[src/rtl/ism_pkg.sv]
// Shared types, constants and a saturating helper for the interval set merge block.
`timescale 1ns / 1ps

package ism_pkg;

  localparam int unsigned MAX_INTERVALS = 64;
  localparam int unsigned DataW = 64;

  localparam logic signed [DataW-1:0] MinVal = {1'b1, {(DataW-1){1'b0}}};
  localparam logic signed [DataW-1:0] One = {{(DataW-1){1'b0}}, 1'b1};

  // Command codes
  localparam logic CMD_INSERT = 1'b0;
  localparam logic CMD_QUERY  = 1'b1;

  // Row-wide command issued to every cell in the same cycle
  typedef struct packed {
    logic merge;   // fold touching cells into the new interval, mark them
    logic insert;  // open a new entry at its sorted place
    logic step;    // collapse one absorbed cell by a left shift
  } ism_op_t;

  // Status a cell shares with its neighbors
  typedef struct packed {
    logic valid;
    logic mark;
    logic sh;
    logic below;
  } ism_cell_st_t;

  // Saturating minus one on signed values
  function automatic logic signed [DataW-1:0] sat_dec(input logic signed [DataW-1:0] x);
    return (x == MinVal) ? x : x - One;
  endfunction

endpackage

[src/rtl/ism_cell.sv]
// One storage cell of the interval row: holds an interval and talks to its neighbors.
`timescale 1ns / 1ps

module ism_cell (
  input  logic                               clk_i,
  input  logic                               rst_ni,
  input  ism_pkg::ism_op_t                   op_i,
  input  logic signed [ism_pkg::DataW-1:0]   lo_i,
  input  logic signed [ism_pkg::DataW-1:0]   hi_i,
  input  logic signed [ism_pkg::DataW-1:0]   dec_lo_i,
  input  logic signed [ism_pkg::DataW-1:0]   probe_i,
  input  ism_pkg::ism_cell_st_t              prev_st_i,
  input  logic signed [ism_pkg::DataW-1:0]   prev_low_i,
  input  logic signed [ism_pkg::DataW-1:0]   prev_high_i,
  input  ism_pkg::ism_cell_st_t              next_st_i,
  input  logic signed [ism_pkg::DataW-1:0]   next_low_i,
  input  logic signed [ism_pkg::DataW-1:0]   next_high_i,
  output ism_pkg::ism_cell_st_t              st_o,
  output logic signed [ism_pkg::DataW-1:0]   low_o,
  output logic signed [ism_pkg::DataW-1:0]   high_o,
  output logic                               touch_o,
  output logic                               hit_o,
  output logic                               more_o
);
  import ism_pkg::*;

  logic signed [DataW-1:0] low_q, low_d, high_q, high_d;
  logic valid_q, valid_d, mark_q, mark_d, sh_q, sh_d;
  logic below, touch, head;

  // Compare the broadcast interval and probe against this entry
  assign below   = valid_q && (high_q < dec_lo_i);
  assign touch   = valid_q && !below && !(hi_i < sat_dec(low_q));
  assign hit_o   = valid_q && (probe_i >= low_q) && (probe_i <= high_q);
  assign touch_o = touch;

  // Head of the merged run: last cell that does not shift during compaction
  assign head   = !sh_q && next_st_i.sh;
  assign more_o = head && next_st_i.mark;

  assign st_o   = '{valid: valid_q, mark: mark_q, sh: sh_q, below: below};
  assign low_o  = low_q;
  assign high_o = high_q;

  // Pick the next cell contents for the current row command
  always_comb begin
    low_d   = low_q;
    high_d  = high_q;
    valid_d = valid_q;
    mark_d  = mark_q;
    sh_d    = sh_q;
    if (op_i.merge) begin
      if (touch) begin
        low_d  = (lo_i < low_q) ? lo_i : low_q;
        high_d = (hi_i > high_q) ? hi_i : high_q;
      end
      mark_d = touch;
      sh_d   = !below && !(touch && prev_st_i.below);
    end else if (op_i.insert) begin
      if (!below) begin
        if (prev_st_i.below) begin
          low_d   = lo_i;
          high_d  = hi_i;
          valid_d = 1'b1;
        end else begin
          low_d   = prev_low_i;
          high_d  = prev_high_i;
          valid_d = prev_st_i.valid;
        end
      end
    end else if (op_i.step) begin
      if (sh_q) begin
        low_d   = next_low_i;
        high_d  = next_high_i;
        valid_d = next_st_i.valid;
        mark_d  = next_st_i.mark;
      end else if (head) begin
        high_d = (next_high_i > high_q) ? next_high_i : high_q;
      end
    end
  end

  // Hold control bits under reset
  always_ff @(posedge clk_i or negedge rst_ni) begin
    if (!rst_ni) begin
      valid_q <= 1'b0;
      mark_q  <= 1'b0;
      sh_q    <= 1'b0;
    end else begin
      valid_q <= valid_d;
      mark_q  <= mark_d;
      sh_q    <= sh_d;
    end
  end

  // Hold interval bounds
  always_ff @(posedge clk_i) begin
    low_q  <= low_d;
    high_q <= high_d;
  end

endmodule

[config.mk]
export PLATFORM = sky130hd
export DESIGN_NAME = ism_cell
export DESIGN_NICKNAME = d
export VERILOG_FILES = /design/src/rtl/ism_pkg.sv /design/src/rtl/ism_cell.sv
export SDC_FILE = /design/constraint.sdc
export NUM_CORES = 1
export LEC_CHECK = 0
export ABC_AREA = 0
export BUFFER_PORTS_ARGS = -buffer_cell sky130_fd_sc_hd__clkbuf_2
export CAP_MARGIN = 20
export CORE_AREA = 5 5 256 258
export DETAILED_ROUTE_END_ITERATION = 6
export DIE_AREA = 0 0 261 263
export HOLD_SLACK_MARGIN = 0.03
export PLACE_DENSITY_LB_ADDON = 0.3
export SLEW_MARGIN = 5
export SYNTH_ARGS = -nofsm -noshare
export SYNTH_HDL_FRONTEND = slang
export SYNTH_SLANG_ARGS = --single-unit
[constraint.sdc]
create_clock -name clk_i -period 7.8 [get_ports clk_i]
set_input_delay 0.39 -clock clk_i [delete_from_list [all_inputs] [get_ports clk_i]]
set_output_delay 0.39 -clock clk_i [all_outputs]
set_load 0.02 [all_outputs]
# Yosys cells after proc, flatten, opt, wreduce, memory -nomap -nowiden
# Index checks and enable logic that the tools add are counted.
# word_totals
register_bits	131
latch_bits	0
ramBits	0
romBits	0
inputBits	525
output_inout_bits	135
word_cells	74
mem_count	0
# op_classes
add_sub_neg	1
n_mul	0
div_mod_pow	0
magnitude_cmp	7
n_eq_ne	7
shifts	0
muxes	28
n_bitwise	1
n_reduce_logical	25
# op_table
operator	n
two-way mux 64 bit	19
less-than comparator 64 bit	3
> comparator 64 bit	2
== test 64 bit, second input constant	1
>= comparator 64 bit	1
<= comparator 64 bit	1
subtractor 64 x 2 -> 64 bit, second input constant	1
logical AND 1 bit	9
two-way mux 1 bit	9
!= test 2 x 1 -> 1 bit, second input constant	4
nonzero test 2 bit	4
nonzero test 4 bit	2
AND reduction 6 bit	1
nonzero test 3 bit	2
AND reduction 5 bit	1
zero test 1 bit	4
AND reduction 4 bit	1
!= test 3 bit, second input constant	1
AND reduction 3 bit	1
!= test 2 bit, second input constant	1
inverter 1 bit	1

# Longest topological paths before layout
# Gate-level depths: netlist of run 1.
# logic_depth
ltp_word	8
ltp_mapped	22
ltp_nobuf	21

# Worst setup path after synthesis of run 1
# OpenSTA, ideal clock, no wires.
# synth_path
path_kind	register -> register
start	reg low_q[16], in the netlist low_o[16]
end	reg low_q[0], in the netlist low_o[0] (enable)
setup_ns	0.503
arrival_time_ns	7.697
t_required_ns	7.297
slack_ns	-0.400
stages_incl_launch_ff	19
n_path_buf	0
period_less_slack_ns	8.200
path_cell_list	edfxtp_1 or4_4 or2_1 or4_4 or4_4 nor4_4 and2b_1 nand3_1 nor3_2 xnor2_1 ha_1 a21o_1 a21o_1 a21oi_1 o21ai_0 a211oi_1 mux2i_1 o211ai_1 o2bb2ai_1
# synth_via
elab_chain_cells	7
elab_cells_between_ends	10
classes_between	add/sub: 1; order compare: 2; eq/ne: 3; mux: 1; reduce/logical: 3
# synth_lines
item	line_no	text
start: declaration	ism_cell.sv:27	logic signed [DataW-1:0] low_q, low_d, high_q, high_d;
start signal: assignment	ism_cell.sv:98	low_q <= low_d;
subtractor 64 x 2 -> 64 bit or == test 64 bit (tied branches)	ism_pkg.sv:33	return (x == MinVal) ? x : x - One;
two-way mux 64 bit	ism_pkg.sv:33	
less-than comparator 64 bit	ism_cell.sv:33	assign touch = valid_q && !below && !(hi_i < sat_dec(low_q));
zero test 1 bit	ism_cell.sv:33	
logical AND 1 bit	ism_cell.sv:33	
!= test 2 x 1 -> 1 bit (no source line)	-	
AND reduction 5 bit (no source line) *	-	
# Mark *: on every way between the ends. The rest lies on a longest branch, timed or not.
# A chain may end at the register's enable or synchronous reset.

# Worst setup path after layout of run 1
# layout_path
start	reg low_q[0], in the netlist low_o[0]
end	out touch_o
# layout_via
elab_chain_cells	5
elab_cells_between_ends	6
classes_between	add/sub: 1; order compare: 1; eq/ne: 1; mux: 1; reduce/logical: 2
# layout_lines
item	line_no	text
subtractor 64 x 2 -> 64 bit or == test 64 bit (tied branches)	ism_pkg.sv:33	
two-way mux 64 bit *	ism_pkg.sv:33	
less-than comparator 64 bit *	ism_cell.sv:33	
zero test 1 bit *	ism_cell.sv:33	
logical AND 1 bit *	ism_cell.sv:33	
end: declaration	ism_cell.sv:21	output logic touch_o,
# Marked as above.

==> metrics.log, run 1 <==
[metrics] vias in the first global route: a little under 20k
[metrics] Warnings, synthesis: 0
[metrics] P_sw: around 1800 uW
[metrics] uppermost layer routed: met5
[metrics] arrival time at the worst endpoint: 7.03 ns
[metrics] worst vdd rail ir drop: 172 uV
[metrics] count of H-tree levels built during CTS: 4
[metrics] total global-route track usage: between 20% and 30%
[metrics] transition time at the pin with the least slew margin: 1.14 ns
[metrics] outcome: completed
[metrics] antenna-violating nets left: 0
[metrics] sequential cell area in the final layout: ~3900 sq um
[metrics] Total Routed Length: just under 90 mm
[metrics] number of DRC markers in iteration 0: approximately 1.4k
[metrics] total count of max-transition violations in the final report: 0
[metrics] worst path setup slack after routing: a little under 0.4 ns
[metrics] global-route wire length before repair: between 100 and 150 mm
[metrics] PortBufs: 656
[metrics] netlist area before placement: about 19000 sq um
[metrics] Tcrit/Tclk final: 95.1%
[metrics] Cell Chain, Critical Path: inv_1, ha_1, or3b_2, nor2_1, nand2_1, nor4_2, and3_1, nor2b_1, nand2_1, xnor2_1, ha_1, nand4_1, nor4_2, nand4_1, a2111oi_0, a311oi_1, mux2i_1, o211ai_1, inv_1, clkbuf_2
[metrics] startpoint of the worst-slack reg-to-reg timing path: low_o[0]
[metrics] row count: 92
[metrics] ratio of cells with drive above 1 in the final layout: 25.2%
[metrics] fraction of synthesized cell area taken by the top area cell type: between 30% and 40%
[metrics] DR pass1 iterations: 5
[metrics] Detail Route met3 WL: 6.31 mm
[metrics] vias after detailed routing: just under 20k
[metrics] cell area power density: between 150 and 200 nW/um^2
[metrics] DR WL/cell: ~24 um
[metrics] Clock Skews: 0.0242 ns
[metrics] Worst Path Max Fanout: 6
[metrics] Residual DRC: 0
[metrics] number of distinct library cells after synthesis: 69
[metrics] clock tree from TritonCTS: yes
[metrics] Setup Viol. Count Final: 0
[metrics] part of the total power dissipated in the clock network: about a quarter
[metrics] die footprint: roughly 69000 sq um
[metrics] unrepaired setup endpoints after global routing: no
[metrics] Die Wd: between 200 and 300 um
[metrics] most area-consuming cells after synthesis: sky130_fd_sc_hd__ha_1, sky130_fd_sc_hd__edfxtp_1, sky130_fd_sc_hd__a21oi_1
[metrics] Synth Instances: between 2k and 2.5k
[metrics] wire length on met2: about 42 mm
[metrics] Critical R2R Capture: high_o[19]
[metrics] Synth top cells by count: sky130_fd_sc_hd__ha_1, sky130_fd_sc_hd__a21oi_1, sky130_fd_sc_hd__inv_1, sky130_fd_sc_hd__o21ai_0, sky130_fd_sc_hd__nand2_1
[metrics] register bit count reported by yosys: 131
[metrics] ratio of routed vias to standard cells: 5.22
[metrics] critical path data required time: about 7.4 ns
[metrics] setup slack, reg-to-reg: 0.39 ns
[metrics] crit-path max cell delay: about 0.59 ns
[metrics] combinational cell fraction of total power: approximately half
[metrics] clock buffers created by TritonCTS: 17
[metrics] leakage power figure: approximately 0.012 uW
[metrics] clk_lat worst skew: ~0.51 ns
[metrics] achievable clock frequency: 0.135 GHz
[metrics] number of antenna violations at the first check in global routing: 16
[metrics] net count after synthesis: ~3.2k
[metrics] HPWL after DPL: between 70 and 80 mm
[metrics] post-CTS setup-driven buffer insertion count: 0
[metrics] startpoint of the worst hold path: lo_i[49]
[metrics] Critical Path End Type: output pin
[metrics] Crit-path slowest cell: sky130_fd_sc_hd__nor4_2
[metrics] number of enable-type register cells in the synthesized netlist: around 130
[metrics] Final Critical Period: between 7 and 8 ns
[metrics] boundary pin count: 660
[metrics] syn avg cell area: around 8.2 sq um
[metrics] Worst Hold Path EP: low_o[49]
[metrics] signed area change from the synthesized netlist to the final layout: 26.8%
[metrics] most numerous cell in the Yosys netlist: sky130_fd_sc_hd__ha_1
[metrics] clock root cell: sky130_fd_sc_hd__clkbuf_16
[metrics] CTS clock-pin slew for the worst setup and hold paths: roughly 0.070 ns
[metrics] nets: a little under 4k
[metrics] initial standard-cell utilization of the core: between 20% and 30%
[metrics] Clock Sink Count: 131
[metrics] area occupied by multi-input gates: about 14000 sq um
[metrics] Internal: between 2000 and 2500 uW
[metrics] largest net degree at the start of global routing: 74
[metrics] number of endpoints with negative hold slack in the final report: 0
[metrics] element type at the critical path start: register
[metrics] area leader, netlist: sky130_fd_sc_hd__ha_1
[metrics] length of routed wiring on met1: roughly 38 mm
[metrics] ys flop type: sky130_fd_sc_hd__edfxtp_1
[metrics] Remaining Overflow, GRT: 0
[metrics] slew margin rel.: a little under a quarter
[metrics] sw frac: between 40% and 50%
[metrics] beginning of the critical path: low_o[0]
[metrics] share of async-settable or async-resettable flops after synthesis: under 10%
[metrics] Max clock buf depth: 2
[metrics] Die Ht: about 260 um
[metrics] sequential fraction of design power: 26.9%
[metrics] number of cells on the worst hold path: 3
[metrics] Filler Cell Count: around 6.6k
[metrics] share of synthesized area occupied by flip-flops and latches: between 20% and 30%
[metrics] area of the core: between 60000 and 70000 sq um
[metrics] accumulated negative setup slack: 0 ns
[metrics] final RePlAce weighted congestion: 0.956
[metrics] minimum setup slack after placement: 0.0695 ns
[metrics] Max-cap violations: 0
[metrics] kind of critical path: register to output pin
[metrics] path category of the worst min-delay check: input port to register
[metrics] depth of the worst register-to-register path: 21
-- worst max path at each step --
stage	to	slack, ns	cells after the start
global placement	high_o[22]	0.22	19
floorplan	low_o[0]	0.99	18
CTS	touch_o	0.25	20
detailed placement	high_o[19]	0.07	21
finish	touch_o	0.38	20
global route	high_o[17]	0.004	21
-- layout make-up --
| class | instances | share of cell area [%] |
|---|---|---|
| multi-input combinational | 1854 | 58.1 |
| sequential | 131 | 16.6 |
| timing repair buffer | 677 | 14.7 |
| tap | 846 | 4.49 |
| inverter | 210 | 3.35 |
| clock buffer | 17 | 1.81 |
| clock inverter | 15 | 0.903 |
| antenna | 6 | 0.0637 |
-- routing by layer --
layer	up-vias	track usage, %
met5	-	0
met4	12	6.75
met3	96	5.10
met2	739	42.1
met1	9139	32.6
li1	9637	-
-- worst max-delay path: cells and delay by family, from the launching register on --
| family | cells | cell delay, ns |
|---|---|---|
| AND/OR/NAND/NOR | 10 | 3.40 |
| AO/OA/AOI/OAI | 3 | 1.10 |
| buffers and inverters | 3 | 0.55 |
| flip-flops | 1 | 0.52 |
| adder cells (fa/ha/maj) | 2 | 0.48 |
| multiplexers | 1 | 0.30 |
| XOR/XNOR | 1 | 0.15 |
-- cells by family after synthesis --
logic type      share of synthesized area, %
compound gates                          20.9
simple gates                            19.4
fa+ha+maj                               30.0
flops                                   21.1
xor+xnor                                2.83
buf+inv                                 5.58
mux                                    0.168
-- power by group through the flow --
| stage | clock network, uW | registers [uW] | logic (uW) |
|---|---|---|---|
| 6_report | 951 | 1080 | 1980 |
| 5_1_grt | 995 | 1100 | 2210 |
| 4_1_cts | 981 | 1080 | 1980 |
| 3_5_place_dp | 0 | 1090 | 1970 |
| 3_3_place_gp | 0 | 1090 | 1960 |
| 2_1_floorplan | 0 | 1180 | 1070 |
-- layout by cell type (no fill, tap or decap), drive strengths merged, types with 4 or more instances in the layout --
master and count:
edfxtp 128, o21ai 206, nor2 81, and4 5, clkinv 7, a211o 4, nand4 106, nand3 39
clkbuf 671, diode 6, bufinv 5, o221ai 5, o21a 16, nand2 187, nor4 28, nor2b 142
xnor2 59, a2111oi 11, nand2b 11, nor3 40, or4 11, a211oi 16, a21oi 249, and3 11
and2 4, or2 5, a21o 90, inv 211, or3 6, o211ai 12, buf 22, o22ai 7
ha 446, a31oi 10
-- repair_timing --
action | 4_1_cts | 5_1_grt
hold endpoints to repair | 3 | 0
resized for setup | 1 | 0
hold buffers | 1 | 0
endpoints found under the setup margin | 1 | 0
-- state kept, by name (all words and copies together) (netlist names) --
register,flops
valid_q,1
low_o,64
sh_q,1
mark_q,1
high_o,64
-- stage by stage --
| stage | cell area (sq um) | utilization (%) | std cells | total power [uW] | hold WS [ns] |
|---|---|---|---|---|---|
| 3_5_place_dp | 22900 | 36.5 | 3717 | 3060 | 0.199 |
| 4_1_cts | 23500 | 37.5 | 3750 | 4040 | 0.131 |
| 6_report | 23600 | 37.6 | 3756 | 4010 | 0.194 |
| 2_1_floorplan | 18600 | - | 2257 | 2250 | 0.0944 |
| 3_3_place_gp | 22900 | 36.5 | 3717 | 3050 | 0.197 |
| 5_1_grt | 23600 | 37.5 | 3753 | 4310 | 0.180 |
Power figures use the tool's default switching activity.
==> run 2: changes to the inputs <==
--- a/config.mk
+++ b/config.mk
@@ -9,10 +9,10 @@
 export BUFFER_PORTS_ARGS = -buffer_cell sky130_fd_sc_hd__clkbuf_2
 export CAP_MARGIN = 20
 export CORE_AREA = 5 5 256 258
+export CTS_CLUSTER_DIAMETER = 80
 export DETAILED_ROUTE_END_ITERATION = 6
 export DIE_AREA = 0 0 261 263
 export HOLD_SLACK_MARGIN = 0.03
-export PLACE_DENSITY_LB_ADDON = 0.3
 export SLEW_MARGIN = 5
 export SYNTH_ARGS = -nofsm -noshare
 export SYNTH_HDL_FRONTEND = slang
==> constraint.sdc (replaced) <==
create_clock -name clk_i -period 7.7 [get_ports clk_i]
set_input_delay 0.385 -clock clk_i [delete_from_list [all_inputs] [get_ports clk_i]]
set_output_delay 0.385 -clock clk_i [all_outputs]
set_load 0.02 [all_outputs]
==> metrics.log, run 2 (synthesis gave the netlist of run 1 again) <==
[metrics] crit-path max cell delay: ~0.66 ns
[metrics] crit-path most repeated cell: sky130_fd_sc_hd__nand4_1
[metrics] outcome: completed
[metrics] Residual DRC: 0
[metrics] global-route wire length before repair: roughly 130 mm
[metrics] Die Wd: 261 um
[metrics] total count of max-transition violations in the final report: 0
[metrics] element type at the critical path start: register
[metrics] Setup Viol. Count Final: 0
[metrics] Clock Sink Count: between 100 and 150
[metrics] non-filler cells, final: around 3.8k
[metrics] unrepaired setup endpoints after global routing: no
[metrics] accumulated negative setup slack: 0 ns
[metrics] ratio of cells with drive above 1 in the final layout: approximately 25%
[metrics] sum of internal, switching and leakage power: ~4100 uW
[metrics] Final Critical Period: 7.28 ns
[metrics] achievable clock frequency: between 0.1 and 0.15 GHz
[metrics] kind of critical path: register to register
[metrics] HPWL after DPL: approximately 77 mm
[metrics] cell area power density: between 150 and 200 nW/um^2
[metrics] PortBufs: approximately 660
[metrics] area of the core: about 63000 sq um
[metrics] vias after detailed routing: 19.9k
[metrics] largest net degree at the start of global routing: 76
[metrics] commonest non-fill, non-tap cell in the layout: sky130_fd_sc_hd__clkbuf_2
[metrics] Die Ht: approximately 260 um
[metrics] worst vdd rail ir drop: ~180 uV
[metrics] number of antenna violations at the first check in global routing: 7
[metrics] number of DRC markers in iteration 0: roughly 1.4k
[metrics] Max clock buf depth: 2
[metrics] boundary pin count: 660
[metrics] Tcrit/Tclk final: a little over nine tenths
[metrics] CTS clock-pin slew for the worst setup and hold paths: roughly 0.070 ns
[metrics] most used cells in the layout excluding fill and tap cells: sky130_fd_sc_hd__clkbuf_2, sky130_fd_sc_hd__ha_1, sky130_fd_sc_hd__a21oi_1, sky130_fd_sc_hd__inv_1, sky130_fd_sc_hd__o21ai_0
[metrics] startpoint of the worst hold path: lo_i[33]
[metrics] startpoint of the worst-slack reg-to-reg timing path: low_o[20]
[metrics] antenna-violating nets left: 0
[metrics] vias in the first global route: approximately 20k
[metrics] Worst Hold Path EP: low_o[33]
[metrics] family with the most delay on the worst path: simple AND/OR/NAND/NOR gates
[metrics] die footprint: ~69000 sq um
[metrics] path category of the worst min-delay check: input port to register
[metrics] crit path buf inv count: 2
[metrics] DR pass1 iterations: 5
[metrics] nets: 3864
[metrics] Worst Hold Slack: approximately 0.19 ns
[metrics] DR WL/cell: ~24 um
[metrics] depth of the worst register-to-register path: 21
[metrics] Worst Path Max Fanout: 35
[metrics] Critical R2R Capture: high_o[39]
[metrics] final RePlAce weighted congestion: between 0.9 and 1
[metrics] share of the core filled with cells in the final layout: between 30 and 40%
[metrics] beginning of the critical path: low_o[20]
[metrics] count of H-tree levels built during CTS: 4
[metrics] Max-cap violations: 0
[metrics] clock tree from TritonCTS: yes
[metrics] initial standard-cell utilization of the core: between 20% and 30%
[metrics] signed area change from the synthesized netlist to the final layout: 26.9%
[metrics] critical path data required time: between 7 and 8 ns
[metrics] Crit-path slowest cell: sky130_fd_sc_hd__or4_1
[metrics] setup slack, reg-to-reg: ~0.42 ns
[metrics] Critical Path End Type: register
[metrics] clock root cell: sky130_fd_sc_hd__clkbuf_16
[metrics] row count: 92
[metrics] transition time at the pin with the least slew margin: roughly 1.2 ns
[metrics] number of cells on the worst hold path: 3
[metrics] Total Routed Length: a little under 90 mm
[metrics] ratio of routed vias to standard cells: approximately 5.3
[metrics] clock buffers created by TritonCTS: 17
[metrics] arrival time at the worst endpoint: 7.40 ns
[metrics] Remaining Overflow, GRT: 0
[metrics] Clock Skews: about 0.018 ns
[metrics] number of instances in the placed design: around 3.7k
[metrics] total global-route track usage: between 20% and 30%
[metrics] Cell Chain, Critical Path: or4_1, or2_1, or4_4, or4_4, nor4_4, buf_4, and2b_1, nand4_1, nor3_2, xnor2_1, ha_1, nand4_1, nor2_1, nand4_1, a2111oi_1, a311oi_1, mux2i_1, o211ai_1, nor3_1, o22a_4, buf_4
[metrics] number of endpoints with negative hold slack in the final report: 0
[metrics] slew margin rel.: 17.3%
[metrics] clk_lat worst skew: around 0.50 ns
[metrics] leakage power figure: roughly 0.012 uW
==> run 2: cell types whose count changed in the layout (fill, tap and decap cells not counted), sizes merged <==
cell / delta
buf: +2
bufinv: +1
clkbuf: +2
clkinv: -2
clkinvlp: -1
diode: -3
inv: -1
==> run 2: worst max-delay path by stage <==
stage                 endpoint  slack (ns)  cells past startpoint
detailed placement  high_o[29]       -0.19                     21
CTS                 high_o[39]        0.06                     21
global placement    high_o[29]      -0.007                     19
finish              high_o[39]        0.42                     21
floorplan             low_o[0]        0.89                     18
global route           touch_o        0.08                     21
==> run 2: layout make-up <==
class                           instances  area, sq um
Antenna cell                            3         7.51
Sequential cell                       131         3920
Multi-Input combinational cell       1854        13700
Timing Repair Buffer                  679         3460
Inverter                              210          788
Clock inverter                         12          211
Tap cell                              846         1060
Clock buffer                           19          433
Fill cell                            6558        39200
==> run 2: worst reg2reg max path, delay by kind of cell, from the launching register on <==
kind | cells | cell delay, ns
simple gates | 12 | 3.79
compound gates | 4 | 1.26
buf+inv | 2 | 0.69
flops | 1 | 0.47
fa+ha+maj | 1 | 0.31
mux | 1 | 0.22
xor+xnor | 1 | 0.09
==> run 2: repair_timing <==
action,CTS,global route
hold buffers,1,0
setup buffers,0,0
resized for setup,1,2
endpoints found under the hold margin,3,0
setup endpoints to repair,65,65
==> run 2: per-stage QoR <==
step	setup slack (ns)	area (sq um)
after floorplan	0.894	18600
after global placement	-0.00750	22900
after detailed placement	-0.190	22900
after CTS	0.0553	23600
after global routing	0.0791	23600
final	0.425	23600
==> run 2: routing by layer <==
metal  part of all wire, %  vias to the layer above  GRT usage, %
met5                 0.046                        -             0
met4                   2.7                        6          7.32
met3                   6.9                      117          4.48
met2                    47                      823          41.6
met1                    43                     9281          32.6
li1                      -                     9633             -
==> run 2: power by group <==
group / internal [uW] / switching [uW] / leakage (uW)
Sequential: 950 / 145 / 0.00126
Combinational: 759 / 1240 / 0.0102
Clock: 600 / 368 / 0.000314
